==> src/sv/swmc_fifo.sv <==
`timescale 1ns / 1ps
`default_nettype none

module swmc_fifo #(
   parameter int WIDTH = 8
) (
   input  wire logic             clock,
   input  wire logic             reset,
   input  wire logic             push,
   output logic                  full,
   input  wire logic [WIDTH-1:0] din,
   input  wire logic             pop,
   output logic                  empty,
   output logic      [WIDTH-1:0] dout
);

   logic [1:0][WIDTH-1:0] slot_ff;
   logic [1:0]            count_ff, count_in;
   logic                  wr_ptr_ff, wr_ptr_in;
   logic                  rd_ptr_ff, rd_ptr_in;
   logic                  do_push, do_pop;

   assign full    = (count_ff == 2'd2);
   assign empty   = (count_ff == 2'd0);
   assign dout    = slot_ff[rd_ptr_ff];
   assign do_push = push & ~full;
   assign do_pop  = pop & ~empty;

   always_comb begin
      wr_ptr_in = wr_ptr_ff ^ do_push;
      rd_ptr_in = rd_ptr_ff ^ do_pop;
      count_in  = count_ff;
      if (do_push & ~do_pop) begin
         count_in = count_ff + 2'd1;
      end else if (do_pop & ~do_push) begin
         count_in = count_ff - 2'd1;
      end
   end

   always_ff @(posedge clock) begin
      if (reset) begin
         count_ff  <= 2'd0;
         wr_ptr_ff <= 1'b0;
         rd_ptr_ff <= 1'b0;
      end else begin
         count_ff  <= count_in;
         wr_ptr_ff <= wr_ptr_in;
         rd_ptr_ff <= rd_ptr_in;
      end
   end

   always_ff @(posedge clock) begin
      if (do_push) begin
         slot_ff[wr_ptr_ff] <= din;
      end
   end

endmodule

`default_nettype wire

==> config.mk <==
export PLATFORM = sky130hd
export DESIGN_NAME = swmc_fifo
export DESIGN_NICKNAME = d
export VERILOG_FILES = /design/src/sv/swmc_fifo.sv
export SDC_FILE = /design/constraint.sdc
export NUM_CORES = 1
export LEC_CHECK = 0
export BUFFER_PORTS_ARGS = -buffer_cell sky130_fd_sc_hd__buf_2
export CORE_ASPECT_RATIO = 1.25
export CORE_MARGIN = 5
export CORE_UTILIZATION = 47
export CTS_BUF_LIST = sky130_fd_sc_hd__clkbuf_8
export CTS_CLUSTER_DIAMETER = 60
export DETAILED_ROUTE_END_ITERATION = 7
export PLACE_DENSITY_LB_ADDON = 0.15
export SETUP_SLACK_MARGIN = 0.15
export SLEW_MARGIN = 20
export SYNTH_ARGS = -nofsm -noshare
export SYNTH_HDL_FRONTEND = slang
export SYNTH_SLANG_ARGS = --single-unit
==> constraint.sdc <==
create_clock -name clock -period 2.1 [get_ports clock]
set_input_delay 0.315 -clock clock [delete_from_list [all_inputs] [get_ports clock]]
set_output_delay 0.315 -clock clock [all_outputs]
set_load 0.01 [all_outputs]
==> metrics <==
outcome complete, no violations; count of H-tree levels built during CTS 1; Post-Route M1 WL 402 um; crit path setup slack, layout 0.4095 ns; most common library cell in the layout ignoring fill and taps sky130_fd_sc_hd__buf_2; wire length on met3 82 um; required time worst endpoint 2.28 ns; register area 560.5 um^2; antenna violations before repair 0; Top FF cell, synth sky130_fd_sc_hd__edfxtp_1; setup tns final 0 ns; Pleak approximately 0.39 nW; TritonCTS sink count 20; remaining antenna violation count 0; area of the core region 1562 um^2; count of buffers from port buffering 21; final cell count without fillers 88; Top Metal Used met4; Hold WC Path Type input pin to flip-flop; DP Area about 900 um^2; First-pass DRT Iterations 2; Tcrit/Tclk final 80.50%; root cell of the clock tree sky130_fd_sc_hd__clkbuf_8; y dimension of the die 55.39 um; worst slack after detailed placement approximately 0.42 ns; top library cells by usage in the layout, fill and taps aside 21 x sky130_fd_sc_hd__buf_2, 16 x sky130_fd_sc_hd__edfxtp_1, 8 x sky130_fd_sc_hd__mux2_2; Ports 22; cell area after layout roughly 970 um^2; source-to-sink clock delay at the later pin of the worst-skew pair between 0.2 and 0.3 ns; setup repair after global routing missed its margin false; # DRC 0; via count of the first global-routing pass 448; setup repair bufs after CTS 0; maximum vdd drop 895.9 uV; top post-synthesis cells by area sky130_fd_sc_hd__edfxtp_1 62%, sky130_fd_sc_hd__mux2_2 12%, sky130_fd_sc_hd__dfxtp_1 10%, sky130_fd_sc_hd__ha_1 4.8%, sky130_fd_sc_hd__xor2_1 3.4%; number of nets produced by synthesis 61; cts hold-fix bufs 0; Cells after Synth 46; weighted congestion at the end of routability-driven global placement 0.6932; post-synthesis cell area 774.5 um^2; Die Area ~2600 um^2; ANT cells 0; power density normalized to cell area 1316 nW/um^2; fmax 591.5 MHz; Yosys top cell area share 62.04%; vias per std cell 4.875; slew at the pin with the worst max-slew slack 0.4044 ns; Total Routed Length 1.127 mm; CTS clock-pin slew for the worst setup and hold paths 0.07 ns; Multi-input gate area between 200 and 250 um^2; worst max-slew margin expressed relative to the limit 73.01%; maximum fanout along the worst path 5; CTS tree built; number of hold violations in the final report 0; total number of yosys warnings 0; detailed route wirelength on metal2 634 um; worst setup path class flip-flop to flip-flop; detailed placer's ending HPWL 860.8 um; share of synthesized flip-flops with an asynchronous set or reset 0%; vias post-DR 429; Remaining Overflow, GRT 0; max-cap violation count 0; post-synthesis average cell area approximately 17 um^2; clock period minus worst slack 1.691 ns; number of nets in the layout 86; share of final-layout standard cells stronger than drive strength 1 48.57%; sequential-to-total area share from yosys stat 72.37%; Longest Clk Path Bufs 2; final setup violating endpoints 0; initial core utilization 49.60%; Layout area overhead 25.04%; Slew Viols, Final 0; Critical Path AT 1.88 ns; global-route usage over all layers 10.32%; Post-synth EDFFs 16; Crit. End Element flip-flop; wire length of the first global-routing pass 1.883 mm; Placement Rows 16; number of DRC markers after the initial detailed-route iteration 2; leading area contributor after synthesis sky130_fd_sc_hd__edfxtp_1; maximum number of pins on one net before global-route repair 13; smallest hold slack approximately 0.25 ns; horizontal die dimension 46.31 um; worst clock skew 0.004748 ns; number of gates resized after CTS 0; average wire per cell in the routed design 12.81 um; Num CTS Buffers 3; critical path startpoint category flip-flop; FF+latch count, synth 20; number of different library cells in the post-synthesis netlist 13; number of cells after detailed placement 84; count of fill cells added during filler insertion between 100 and 150
==> final cells by class <==
cell class	instances	share of cell area [%]
timing repair buffer	21	10.85
sequential	20	57.88
clock inverter	1	3.101
tap	18	2.326
clock buffer	3	4.264
multi-input combinational	24	21.19
inverter	1	0.3876
==> cells in the mapped netlist, types with 2 or more instances <==
library cell,instances
sky130_fd_sc_hd__xor2_1,3
sky130_fd_sc_hd__o21ai_0,2
sky130_fd_sc_hd__dfxtp_1,4
sky130_fd_sc_hd__edfxtp_1,16
sky130_fd_sc_hd__ha_1,3
sky130_fd_sc_hd__nor2_1,4
sky130_fd_sc_hd__mux2_2,8
==> path summary, 6_finish.rpt <==
path / slack [ns] / cells after the start / endpoint / from
hold reg to reg: 0.51 / 2 / count_ff[1] / count_ff[1]
setup / recovery: 0.41 / 5 / count_ff[1] / count_ff[0]
hold / removal: 0.25 / 1 / slot_ff[5] / din[5]
setup reg to reg: 0.41 / 5 / count_ff[1] / count_ff[0]
==> state kept, by name (all words and copies together), names as in the netlist <==
register / cells
slot_ff: 16
count_ff: 2
rd_ptr_ff: 1
wr_ptr_ff: 1
==> routing by layer <==
metal / vias up / GRT usage [%]
li1: 216 / -
met1: 198 / 10.90
met2: 13 / 17.72
met3: 2 / 2.922
met4: 0 / 4.878
met5: - / 0
==> report_power, final <==
| group | switching, mW | leakage [nW] | total, mW | internal (mW) |
|---|---|---|---|---|
| Clock | 0.115 | 0.0357 | 0.369 | 0.254 |
| Combinational | 0.163 | 0.173 | 0.336 | 0.173 |
| Sequential | 0.0542 | 0.183 | 0.569 | 0.515 |
==> logic make-up (layout without fill, tap and decap cells) <==
logic type	count (synthesis)	after routing	share of synthesized area, %
XOR/XNOR	3	3	3.393
buffers and inverters	2	26	1.130
adder cells (fa/ha/maj)	3	3	4.847
AO/OA/AOI/OAI	3	3	1.938
multiplexers	8	8	11.63
flip-flops	20	20	72.38
AND/OR/NAND/NOR	7	7	4.686
==> per-stage QoR <==
step | util [%] | power, mW
floorplan | - | 0.8029
global placement | 57.45 | 0.9142
detailed placement | 57.45 | 0.9205
CTS | 62.02 | 1.291
global route | 62.02 | 1.353
finish | 62.02 | 1.275
==> critical path, stage by stage, from the launching register on <==
cell,delay (ns)
sky130_fd_sc_hd__dfxtp_1,0.40
sky130_fd_sc_hd__and2b_2,0.24
sky130_fd_sc_hd__nor2b_1,0.21
sky130_fd_sc_hd__ha_1,0.30
sky130_fd_sc_hd__or3_1,0.35
sky130_fd_sc_hd__a21oi_1,0.13
(Power assumes the default switching activity.)
